===== config.mk =====
export PLATFORM = sky130hd
export DESIGN_NAME = modrtu_frame_acc
export DESIGN_NICKNAME = d
export VERILOG_FILES = /design/src/rtl/modrtu_pkg.sv /design/src/rtl/modrtu_frame_acc.sv
export SDC_FILE = /design/constraint.sdc
export NUM_CORES = 1
export LEC_CHECK = 0
export BUFFER_PORTS_ARGS = -buffer_cell sky130_fd_sc_hd__buf_4
export CAP_MARGIN = 20
export CORE_MARGIN = 3
export CORE_UTILIZATION = 24
export DETAILED_ROUTE_END_ITERATION = 7
export PLACE_DENSITY = 0.48
export SKIP_CTS_REPAIR_TIMING = 1
export SLEW_MARGIN = 20
export SYNTH_ARGS = -nofsm -noshare
export SYNTH_HDL_FRONTEND = slang
export SYNTH_SLANG_ARGS = --single-unit

===== constraint.sdc =====
create_clock -name clk -period 3.65 [get_ports clk]
set_input_delay 0.73 -clock clk [delete_from_list [all_inputs] [get_ports clk]]
set_output_delay 0.73 -clock clk [all_outputs]
set_load 0.01 [all_outputs]

===== src/rtl/modrtu_pkg.sv =====
// Shared types, codes and the CRC byte update for the Modbus RTU frame checker.
package modrtu_pkg;

    localparam logic [15:0] CRC_INIT        = 16'hFFFF;
    localparam logic [15:0] CRC_POLY        = 16'hA001;
    localparam int          MIN_FRAME_BYTES = 3;
    localparam logic [7:0]  BROADCAST_ADDR  = 8'h00;
    localparam logic [7:0]  STATION_RESET   = 8'h01;
    localparam logic [7:0]  PDU_MAX         = 8'hFF;

    typedef enum logic [2:0] {
        ST_NORMAL    = 3'd0,
        ST_BROADCAST = 3'd1,
        ST_FOREIGN   = 3'd2,
        ST_SIZE      = 3'd3,
        ST_CRC       = 3'd4
    } status_t;

    typedef struct packed {
        status_t    status;
        logic [7:0] pdu_length;
    } result_t;

    // Fold one byte into the reflected CRC-16, one bit per step
    function automatic logic [15:0] crc_byte(input logic [15:0] crc_in, input logic [7:0] b);
        logic [15:0] c;
        c = crc_in ^ {8'h00, b};
        for (int i = 0; i < 8; i++) begin
            if (c[0])
                c = (c >> 1) ^ CRC_POLY;
            else
                c = c >> 1;
        end
        return c;
    endfunction

endpackage


===== src/rtl/modrtu_frame_acc.sv =====
// Per-frame state (CRC, byte count, address byte) and the end-of-frame verdict.
module modrtu_frame_acc #(
    parameter int MAX_FRAME_BYTES = 256
) (
    input  logic               clk,
    input  logic               rst_n,
    input  logic               in_valid,
    input  logic [7:0]         data_byte,
    input  logic               last_byte,
    input  logic [7:0]         station_address,
    output logic               res_valid,
    output modrtu_pkg::result_t res
);
    import modrtu_pkg::*;

    localparam int CNT_W = $clog2(MAX_FRAME_BYTES + 2);
    localparam int PDU_W = (CNT_W > 8) ? CNT_W : 8;
    localparam logic [CNT_W-1:0] CNT_MAX = CNT_W'(MAX_FRAME_BYTES);
    localparam logic [CNT_W-1:0] CNT_MIN = CNT_W'(MIN_FRAME_BYTES);

    logic [15:0]      crc_reg;
    logic [CNT_W-1:0] count_reg;
    logic [7:0]       first_reg;

    logic [15:0]      crc_next;
    logic [CNT_W-1:0] count_next;
    logic [7:0]       first_next;
    logic [PDU_W-1:0] pdu_full;
    logic [7:0]       pdu_sat;

    // Advance the running values with the incoming word
    always_comb
    begin
        crc_next   = crc_byte(crc_reg, data_byte);
        first_next = (count_reg == '0) ? data_byte : first_reg;
        count_next = (count_reg <= CNT_MAX) ? count_reg + 1'b1 : count_reg;
    end

    // Clamp the PDU length to the field width
    always_comb
    begin
        pdu_full = PDU_W'(count_next) - PDU_W'(CNT_MIN);
        if (pdu_full > PDU_W'(PDU_MAX))
            pdu_sat = PDU_MAX;
        else
            pdu_sat = pdu_full[7:0];
    end

    // Check size, then address, then CRC residue
    always_comb
    begin
        res.pdu_length = 8'h00;
        if (count_next < CNT_MIN || count_next > CNT_MAX) begin
            res.status = ST_SIZE;
        end
        else if (first_next != station_address && first_next != BROADCAST_ADDR) begin
            res.status = ST_FOREIGN;
        end
        else if (crc_next != 16'h0000) begin
            res.status = ST_CRC;
        end
        else begin
            res.status     = (first_next == station_address) ? ST_NORMAL : ST_BROADCAST;
            res.pdu_length = pdu_sat;
        end
    end

    assign res_valid = in_valid & last_byte;

    // Hold state between words, reload CRC and count at frame end
    always_ff @(posedge clk or negedge rst_n)
    begin
        if (!rst_n) begin
            crc_reg   <= CRC_INIT;
            count_reg <= '0;
            first_reg <= 8'h00;
        end
        else if (in_valid) begin
            first_reg <= first_next;
            if (last_byte) begin
                crc_reg   <= CRC_INIT;
                count_reg <= '0;
            end
            else begin
                crc_reg   <= crc_next;
                count_reg <= count_next;
            end
        end
    end

endmodule


# After elaboration in Yosys (flattened, before gate mapping)
# Cells that the tools add are included.
word_totals:
  regBits: 33
  latch_bits: 0
  ramBits: 0
  mem_bits_ro: 0
  input_bits: 20
  output_inout_bits: 12
  mem_count: 0
op_classes:
  add_sub_neg: 2
  mul: 0
  div: 0
  n_lt_le_gt_ge: 4
  eq_ne: 2
  n_shift: 0
  n_mux: 20
  n_bitwise: 10
  reduce_logical: 5
ops:
  columns: ["cell", "n"]
  rows:
  - ["$mux W16", 9]
  - ["$mux W8", 5]
  - ["$not A2 Y3", 8]
  - ["$mux W9", 2]
  - ["$reduce_bool A16 Y1", 1]
  - ["$xor A16 B8 Y16", 1]
  - ["$add A9 B1 Y9 const B", 1]
  - ["$gt A9 B8 Y1 const B", 1]
  - ["$gt A9 B9 Y1 const B", 1]
  - ["$le A9 B9 Y1 const B", 1]
  - ["$logic_not A9 Y1", 1]
  - ["$lt A9 B2 Y1 const B", 1]
  - ["$mux W3", 3]
  - ["$sub A9 B2 Y9 const B", 1]
  - ["$eq A8 B8 Y1", 1]
  - ["$ne A8 B8 Y1", 1]
  - ["$reduce_bool A8 Y1", 1]
  - ["$and A1 B1 Y1", 1]
  - ["$logic_and A1 B1 Y1", 1]
  - ["$logic_or A1 B1 Y1", 1]
  - ["$mux W1", 1]

# Logic depth before layout (Yosys ltp)
# Gate-level depths: netlist of run 1.
depth:
  depth_word: 21
  ltp_mapped: 14

# Worst setup path after synthesis of run 1
# OpenSTA, ideal clock, no wires.
synth_path:
  kind: "input-to-output"
  start: "input port data_byte[5]"
  end: "output port res[7] in the netlist's numbering"
  arrival_ns: 3.053
  required_time_ns: 2.920
  slack_ns: -0.133
  cell_stages: 11
  cell_sequence: "xnor2_1 xnor2_1 xnor2_1 xnor2_1 ha_1 xnor2_1 nand4b_1 a211oi_1 and4_1 o211ai_4 nor4_2"
synth_rtl:
  columns: ["element", "line_no", "source"]
  rows:
  - ["start, declared", "modrtu_frame_acc.sv:8", "input logic [7:0] data_byte,"]
  - ["end, declared", "modrtu_frame_acc.sv:12", "output modrtu_pkg::result_t res"]

==> impl_results.md, run 1 <==
- Status: finished with violations
- Failing checks: setup timing
- Pin count of the biggest net entering global routing: 37
- Depth of the CTS H-tree: 2
- WHS: between 300 and 400 ps
- Worst path depth: 14
- Non-filler cells, final: a little under 500
- Period minus WS final: ~3800 ps
- Hold Fails Final Rpt: 0
- ANT cells: 0
- PD cells: approximately 510 nW/µm²
- CP max-delay cell: ha_1
- Via count: roughly 2300
- R2r setup slk: between 1500 and 2000 ps
- Worst slew margin: a little over half
- Initial Utilization: 25.0%
- Multi-input logic area: roughly 1800 µm²
- Final Cycle Share: 105%
- Max reg flops: 16
- Vias per inst: ~4.7
- Inst Count DP: 470
- Num rows: 36
- Cell breakdown of the critical path: buf_4, xnor2_4, xnor2_2, xnor2_1, xnor2_1, ha_1, xnor2_2, nand4b_1, a211oi_2, and4_4, o211ai_4, buf_4, a21oi_1, buf_4
- Worst VDD drop: about 0.00025 V
- Dpl hpwl: around 5.3 mm
- Average routed wire per standard cell: ~14 µm
- Critical path launch point type: primary input
- Total routed wirelength: between 7 and 8 mm
- Global-route wire length before repair: about 11 mm
- Mapped cell area: between 2000 and 2500 µm²
- Final Wtd Congestion: between 0.8 and 0.9
- Antenna Nets Post-Route: 0
- Grt total ovfl: 0
- CP Class: in -> out
- Reg2reg path depth: 9
- Unique masters post-synth: 54
- WP buf/inv: 3
- Die area: 11600 µm²
- CP top delay family: XOR/XNOR gates
- Final Setup Violations: 9
- CP Capture Type: output pin
- Max-cap violations: 0
- Num ports: 32
- Syn nets: a little over 300
- Syn_area_per_cell: ~9 µm²
- Compound-cell area share of the yosys netlist: 17.7%
- Most frequent cells in the layout: 80 x buf_4, 27 x nor2_1, 23 x xnor2_1
- Setup crit start: data_byte[6]
- DR DRC count: 0
- Number of flops mapped to enable cells by yosys: 0
- Synth Area in Simple Gates: a little over a fifth
- Number of buffers created by CTS: 5
- Initial drt markers: 86
- Die Y: about 110 µm
- Adder-cell share of the synthesized area: under 10%
- Clock latency on the worst-skew pair: about 290 ps
- Data required, critical path: between 2000 and 3000 ps
- Initial antenna violation count: 0
- Register area: roughly 850 µm²
- Worst EP arrival: approximately 3100 ps
- Largest family of logic cells by synthesized area: simple AND/OR/NAND/NOR gates
- Drt pass-1 iters: 4
- Worst-Margin Slew: about 710 ps
- Seq/Total Area, Yosys: roughly a third
- Top FF cell, synth: dfrtp_1
- Die X: ~110 µm
- Max Buffers Root-to-Sink: 2
- Lkg Pwr: approximately 1.5 nW
- Final #Nets: between 300 and 400
- CTS tree: built
- Most used cell, CP: buf_4
- Fillers: between 1000 and 1500
- Synth Register Bits: 33
- Mapped Cells: 280
- Dpl ws: -298 ps
- Worst R2R End: crc_reg[0]$_DFFE_PN1P_
- Post-synthesis mux area share: 5.25%
- Fmax: about 0.26 GHz
- Core box area: approximately 10000 µm²
- Commonest non-fill, non-tap cell in the layout: buf_4
- Hold Path Class: in -> async
- Buffers on Ports: 31
- Ys Warns: 0
- Setup ws final: -172 ps
- CP max FO: 6
- Root buf cell: clkbuf_8
- Async S/R FF share, synth: between 90% and 100%
- RSZ-0062 raised after global routing: true
- Xor-xnor portion of the synthesized cell area: ~16%
- Post-route core utilization: between 30% and 40%
- Post-layout total power: roughly 0.0018 W
- RR Startpoint: crc_reg[6]$_DFFE_PN1P_
- Global Route Usage Sum: 12.4%
- Ratio of cells with drive above 1 in the final layout: 43.7%
- Largest stage delay, worst path: about 300 ps
- Layout area overhead: 46.1%
- Max Slew Vio Count: 0
- Clock Sinks: 33
- Vias in the first global route: about 2300
- Clk slew on worst S/H paths: around 70 ps
- Clk_skew: 6.92 ps
## how the worst max path moves through the flow
stage	endpoint	slack, ps
6_report	res[6]	-170
5_1_grt	res[7]	-300
4_1_cts	res[5]	-300
3_5_place_dp	res[5]	-300
3_3_place_gp	res[5]	-230
2_1_floorplan	res[5]	60
## per-stage QoR
stage | TNS (ps) | instance area, µm²
2_1_floorplan | 0 | 2540
3_3_place_gp | -1790 | 3170
3_5_place_dp | -2270 | 3170
4_1_cts | -2620 | 3260
5_1_grt | -2370 | 3620
6_report | -1200 | 3620
## routing by layer
layer / GRT usage, % / wire length (µm) / up-vias / part of all wire [%]
met2: 19.8 / 3310 / 55 / 47
li1: - / - / 1165 / -
met5: 0 / 0 / - / 0
met1: 17.1 / 3320 / 1089 / 47
met3: 2.76 / 370 / 4 / 5.3
met4: 2.71 / 42 / 0 / 0.60
## cell families (layout without fill, tap and decap cells)
logic type | Yosys count | in the layout
and+or+nand+nor | 94 | 94
AOI/OAI and AO/OA | 66 | 66
xor gates and xnor gates | 45 | 45
DFF | 33 | 33
buffers and inverters | 26 | 105
muxes | 12 | 12
adders and majority gates | 4 | 4
## synthesized netlist by cell type, types with 4 or more instances
cell | n | area, µm²
nor4_1 | 10 | 62.6
ha_1 | 4 | 50.1
buf_2 | 4 | 20.0
clkbuf_1 | 8 | 30.0
o22ai_1 | 4 | 25.0
nor2_1 | 28 | 105
inv_1 | 13 | 48.8
o22a_1 | 4 | 35.0
a21oi_1 | 23 | 115
nand2_1 | 14 | 52.6
xor2_1 | 10 | 87.6
dfrtp_1 | 17 | 425
xnor2_1 | 35 | 307
mux2_2 | 8 | 90.1
nand3_1 | 5 | 25.0
nor3_1 | 8 | 40.0
mux2i_1 | 4 | 40.0
dfstp_2 | 16 | 420
o21ai_0 | 14 | 70.1
## power by group
part,switching [W],internal (W),total [W]
Sequential,0.0000882,0.000491,0.000579
Combinational,0.000422,0.000556,0.000978
Clock,0.000133,0.000154,0.000287
Total,0.000643,0.00120,0.00184
## cell type report
| class | instances | area share (%) |
|---|---|---|
| multi-input combinational | 221 | 50.1 |
| clock buffer | 8 | 2.49 |
| tap | 133 | 4.60 |
| sequential | 33 | 23.4 |
| timing repair buffer | 84 | 18.1 |
| inverter | 13 | 1.35 |
Note: power is estimated with default switching activity, not from simulation.
==> run 2: changes to the inputs <==
--- a/config.mk
+++ b/config.mk
@@ -10,6 +10,7 @@
 export CORE_MARGIN = 3
 export CORE_UTILIZATION = 24
 export DETAILED_ROUTE_END_ITERATION = 7
+export MAX_ROUTING_LAYER = met4
 export PLACE_DENSITY = 0.48
 export SKIP_CTS_REPAIR_TIMING = 1
 export SLEW_MARGIN = 20
==> run 2 against run 1 <==
Net effect: the flow still finishes with violations (setup timing); maximum frequency about the same; core utilization unchanged; sequential share of layout area unchanged; clock skew about the same; non-clock buffer count unchanged; register-to-register slack about the same; clock power about the same; first-iteration DRC count increased by 20%; largest cell class unchanged.
==> impl_results.md, run 2 (synthesis results as in run 1) <==
- Max reg flops: 16 (unchanged)
- PD cells: 509 nW/µm² (about the same)
- CP Capture Type: output pin
- Fmax: 0.262 GHz (about the same)
- Reg2reg path depth: 9 (unchanged)
- R2r setup slk: 1530 ps (about the same)
- Clk pwr share: 15.6% (about the same)
- CP Class: in -> out
- ANT cells: 0 (unchanged)
- Final Setup Violations: 9 (unchanged)
- RR Startpoint: crc_reg[6]$_DFFE_PN1P_
- Max-cap violations: 0 (unchanged)
- Die Y: 108 µm (unchanged)
- Dpl hpwl: 5.29 mm (unchanged)
- Clk slew on worst S/H paths: 70 ps (about the same)
- CP endpoint: res[6]
- Period minus WS final: 3820 ps (+0.151 ps)
- Antenna Nets Post-Route: 0 (unchanged)
- Grt total ovfl: 0 (unchanged)
- DR DRC count: 0 (unchanged)
- CP max FO: 6 (unchanged)
- Max Buffers Root-to-Sink: 2 (unchanged)
- Data required, critical path: 2920 ps (about the same)
- Core box area: 9910 µm² (unchanged)
- Drt pass-1 iters: 4 (unchanged)
- Worst EP arrival: 3090 ps (about the same)
- Most frequent cells in the layout: 80 x buf_4, 27 x nor2_1, 23 x xnor2_1
- Die X: 108 µm (unchanged)
- Vias per inst: 4.71 (about the same)
- Seq pwr share: 31.4% (about the same)
- Commonest non-fill, non-tap cell in the layout: buf_4
- WHS: 393 ps (-0.0680 ps)
- Clock latency on the worst-skew pair: 290 ps (about the same)
- Pin count of the biggest net entering global routing: 37 (unchanged)
- Num ports: 32 (unchanged)
- Vias in the first global route: 2278 (+0.22%)
- Initial Utilization: 25.0% (unchanged)
- Root buf cell: clkbuf_8
- Post-layout instance area: 3620 µm² (unchanged)
- Max Slew Vio Count: 0 (unchanged)
- RSZ-0062 raised after global routing: true
- Initial antenna violation count: 0 (unchanged)
- Average routed wire per standard cell: 14.3 µm (unchanged)
- Layout area overhead: 46.1% (unchanged)
- NetSw: 0.000643 W (about the same)
- Worst-Margin Slew: 695 ps (-15.2 ps)
- Total routed wirelength: 7.04 mm (unchanged)
- CTS tree: built
- Clk_skew: 6.96 ps (+0.0373 ps)
- Failing checks: setup timing
- Initial drt markers: 103 (+20%)
- Setup TNS: -1200 ps (+0.930 ps)
- Final Wtd Congestion: 0.848 (+1.5%)
- Worst VDD drop: 0.000249 V (about the same)
- Lkg Pwr: 1.49 nW (unchanged)
- Power share of the combinational group: 53.1% (about the same)
- Number of buffers created by CTS: 5 (unchanged)
- P_int: 0.00120 W (about the same)
- Clock Sinks: 33 (unchanged)
- Critical path launch point type: primary input
- Buffers on Ports: 31 (unchanged)
- Hold Fails Final Rpt: 0 (unchanged)
- Global Route Usage Sum: 12.7% (+0.32 points)
- Worst slew margin: 53.6% (+1.0 points)
- Via count: 2315 (+0.086%)
- Setup ws final: -172 ps (-0.151 ps)
- Final Cycle Share: 105% (about the same)
- Global-route wire length before repair: 11.5 mm (-0.12%)
- Num rows: 36 (unchanged)
- Final #Nets: 382 (unchanged)
- Switching Fraction: 34.9% (about the same)
- Die area: 11600 µm² (unchanged)
- Depth of the CTS H-tree: 2 (unchanged)
- Post-layout total power: 0.00184 W (about the same)
- Worst R2R End: crc_reg[0]$_DFFE_PN1P_
- Ratio of cells with drive above 1 in the final layout: 43.7% (unchanged)
- Placed cell area: 3170 µm² (unchanged)
- Post-route core utilization: 36.5% (unchanged)
- Status: finished with violations
- Hold Path Class: in -> async
- Setup crit start: data_byte[6]
==> run 2: cell counts in the layout (fill, tap and decap cells not counted) <==
Identical to the previous run, type by type.
==> run 2: worst min path at each step <==
stage,end,slack (ps),depth (start not counted)
floorplan,count_reg[0]$_DFFE_PN0P_,430,0
global placement,crc_reg[4]$_DFFE_PN1P_,500,2
detailed placement,crc_reg[14]$_DFFE_PN1P_,500,2
CTS,first_reg[0]$_DFFE_PN0P_,400,1
global route,first_reg[2]$_DFFE_PN0P_,410,1
finish,first_reg[6]$_DFFE_PN0P_,390,1
==> run 2: critical path, cell delays in order <==
cell and delay [ps]:
buf_4 130, xnor2_4 150, xnor2_2 200, xnor2_1 150, xnor2_1 170, ha_1 300, xnor2_2 160, nand4b_1 120
a211oi_2 150, and4_4 250, o211ai_4 130, buf_4 180, a21oi_1 120, buf_4 140
==> run 2: power groups by stage <==
stage	registers (W)	clock network [W]	logic, W
floorplan	0.000555	0	0.000511
global placement	0.000575	0	0.000779
detailed placement	0.000574	0	0.000784
CTS	0.000568	0.000301	0.000787
global route	0.000596	0.000318	0.00107
finish	0.000579	0.000287	0.000978
==> run 2: area by class of cell <==
| type | count | area, µm² |
|---|---|---|
| fill | 1030 | 6290 |
| multi-input combinational | 221 | 1810 |
| sequential | 33 | 846 |
| timing repair buffer | 84 | 654 |
| tap | 133 | 166 |
| clock buffer | 8 | 90.1 |
| inverter | 13 | 48.8 |
==> run 2: stage by stage <==
step | cells | worst slack, ps
finish | 492 | -172
global route | 492 | -301
CTS | 478 | -301
detailed placement | 470 | -298
global placement | 470 | -235
floorplan | 280 | 62.8
==> run 2: per-layer routing <==
metal | part of all wire [%] | up-vias | wire length [µm] | GRT usage [%]
li1 | - | 1165 | - | -
met1 | 48 | 1091 | 3350 | 17.3
met2 | 47 | 55 | 3330 | 19.8
met3 | 4.7 | 4 | 330 | 2.40
met4 | 0.57 | 0 | 40 | 2.71
met5 | 0 | - | 0 | -
==> run 3: changes to the inputs <==
--- a/config.mk
+++ b/config.mk
@@ -11,7 +11,7 @@
 export CORE_UTILIZATION = 24
 export DETAILED_ROUTE_END_ITERATION = 7
 export MAX_ROUTING_LAYER = met4
-export PLACE_DENSITY = 0.48
+export PLACE_DENSITY = 0.38
 export SKIP_CTS_REPAIR_TIMING = 1
 export SLEW_MARGIN = 20
 export SYNTH_ARGS = -nofsm -noshare
==> run 3 against run 2 <==
Net effect: clock skew decreased by 5.5 ps; the flow still finishes with violations (setup timing); global-route usage rose by 0.53 points; clock power down 8.4%; non-clock buffer count did not move; critical path type unchanged; critical path depth is the same; sequential share of layout area is 0.073 points higher; sequential power about the same; cell area shrank 0.31%; core utilization fell by 0.11 points.
==> impl_results.md, run 3 (synthesis results as in run 1) <==
- Global Route Usage Sum: 13.2% (+0.53 points)
- Reg2reg path depth: 9 (unchanged)
- Max Slew Vio Count: 0 (unchanged)
- Cell breakdown of the critical path: buf_4, xnor2_4, xnor2_2, xnor2_1, xnor2_1, ha_1, xnor2_2, nand4b_1, a211oi_2, and4_4, o211ai_4, buf_4, a21oi_2, buf_4
- Number of buffers created by CTS: 5 (unchanged)
- WHS: 399 ps (+6.15 ps)
- Buffers on Ports: 31 (unchanged)
- Hold Path Class: in -> async
- Initial drt markers: 82 (-20%)
- Average routed wire per standard cell: 15.3 µm (+7.2%)
- Final #Nets: 382 (unchanged)
- Clock latency on the worst-skew pair: 280 ps (about the same)
- Critical path launch point type: primary input
- Commonest non-fill, non-tap cell in the layout: buf_4
- ANT cells: 0 (unchanged)
- DR DRC count: 0 (unchanged)
- Vias in the first global route: 2217 (-2.7%)
- Initial Utilization: 25.0% (unchanged)
- Die area: 11600 µm² (unchanged)
- Depth of the CTS H-tree: 2 (unchanged)
- Layout area overhead: 45.7%
- Final Wtd Congestion: 0.822 (-3.1%)
- R2r setup slk: 1500 ps (-30 ps)
- WP buf/inv: 3 (unchanged)
- Dpl ws: -380 ps (-82.2 ps)
- Core box area: 9910 µm² (unchanged)
- CP Capture Type: output pin
- Worst-Margin Slew: 776 ps (+80.7 ps)
- Die Y: 108 µm (unchanged)
- Drt pass-1 iters: 7 (+3)
- Clk slew on worst S/H paths: 70 ps (about the same)
- CTS tree: built
- Initial antenna violation count: 0 (unchanged)
- Vias per inst: 4.78 (+1.6%)
- Worst EP arrival: 3150 ps (+60 ps)
- Max Buffers Root-to-Sink: 2 (unchanged)
- Period minus WS final: 3880 ps (+57.9 ps)
- Dpl hpwl: 5.59 mm (+5.6%)
- Via count: 2353 (+1.6%)
- Root buf cell: clkbuf_8
- Max-cap violations: 0 (unchanged)
- Grt total ovfl: 0 (unchanged)
- Global-route wire length before repair: 11.8 mm (+2.8%)
- Antenna Nets Post-Route: 0 (unchanged)
- Data required, critical path: 2920 ps (about the same)
- Pin count of the biggest net entering global routing: 37 (unchanged)
- Worst slew margin: 48.2% (-5.4 points)
- Most used cell, CP: buf_4
- Clock Sinks: 33 (unchanged)
- RSZ-0062 raised after global routing: true
- Worst VDD drop: 0.000257 V (+3.1%)
- Setup ws final: -230 ps (-57.9 ps)
- Max reg flops: 16 (unchanged)
- CP top delay family: XOR/XNOR gates
- RR Startpoint: crc_reg[3]$_DFFE_PN1P_
- Failing checks: setup timing
- Lkg Pwr: 1.48 nW (about the same)
- Final Cycle Share: 106% (+1.6 points)
- Post-route core utilization: 36.4% (-0.11 points)
- Most frequent cells in the layout: 80 x buf_4, 27 x nor2_1, 22 x xnor2_1
- CP max FO: 8 (+2)
- Clk_skew: 1.50 ps (-5.45 ps)
- Num rows: 36 (unchanged)
- Num ports: 32 (unchanged)
- CP Class: in -> out
- Final Setup Violations: 10 (+1)
- CP max-delay cell: ha_1
- Hold Fails Final Rpt: 0 (unchanged)
- Ratio of cells with drive above 1 in the final layout: 43.5% (-0.28 points)
- Total routed wirelength: 7.55 mm (+7.2%)
- Worst R2R End: crc_reg[0]$_DFFE_PN1P_
- Fmax: 0.258 GHz (-1.5%)
- Die X: 108 µm (unchanged)
- Largest stage delay, worst path: 310 ps (about the same)
- Status: finished with violations
- PD cells: 514 nW/µm² (+0.92%)
-- run 3: layer usage --
metal	vias to the layer above	wire length (µm)	track usage, %
li1	1161	-	-
met4	0	86	2.71
met3	12	169	1.86
met2	37	3830	22.8
met1	1143	3460	16.6
met5	-	0	-
-- run 3: report_power, final --
group / leakage, nW / internal (W) / switching, W
combinational: 1.06 / 0.000567 / 0.000443
clock: 0.0395 / 0.000135 / 0.000128
sequential: 0.386 / 0.000491 / 0.0000906
-- run 3: cell type report --
| type | instances | area (µm²) |
|---|---|---|
| fill | 1038 | 6300 |
| tap | 133 | 166 |
| sequential | 33 | 846 |
| multi-input combinational | 221 | 1810 |
| timing repair buffer | 84 | 654 |
| clock buffer | 8 | 80.1 |
| inverter | 13 | 48.8 |
-- run 3: metrics by stage --
step,std cells,TNS (ps),instance area (µm²),total power (W)
2_1_floorplan,280,0,2540,0.00107
3_3_place_gp,469,-2550,3170,0.00136
3_5_place_dp,469,-3310,3170,0.00136
4_1_cts,477,-3690,3250,0.00164
5_1_grt,492,-3410,3610,0.00199
6_report,492,-1610,3610,0.00185
-- run 3: worst max path at each step --
stage,from,end,slack [ps],cells past startpoint
after CTS,data_byte[6],res[5],-390,13
after detailed placement,data_byte[6],res[5],-380,13
after global routing,crc_reg[0]$_DFFE_PN1P_,res[7],-410,12
after floorplan,data_byte[5],res[5],60,11
final,data_byte[2],res[4],-230,14
after global placement,data_byte[6],res[5],-310,13
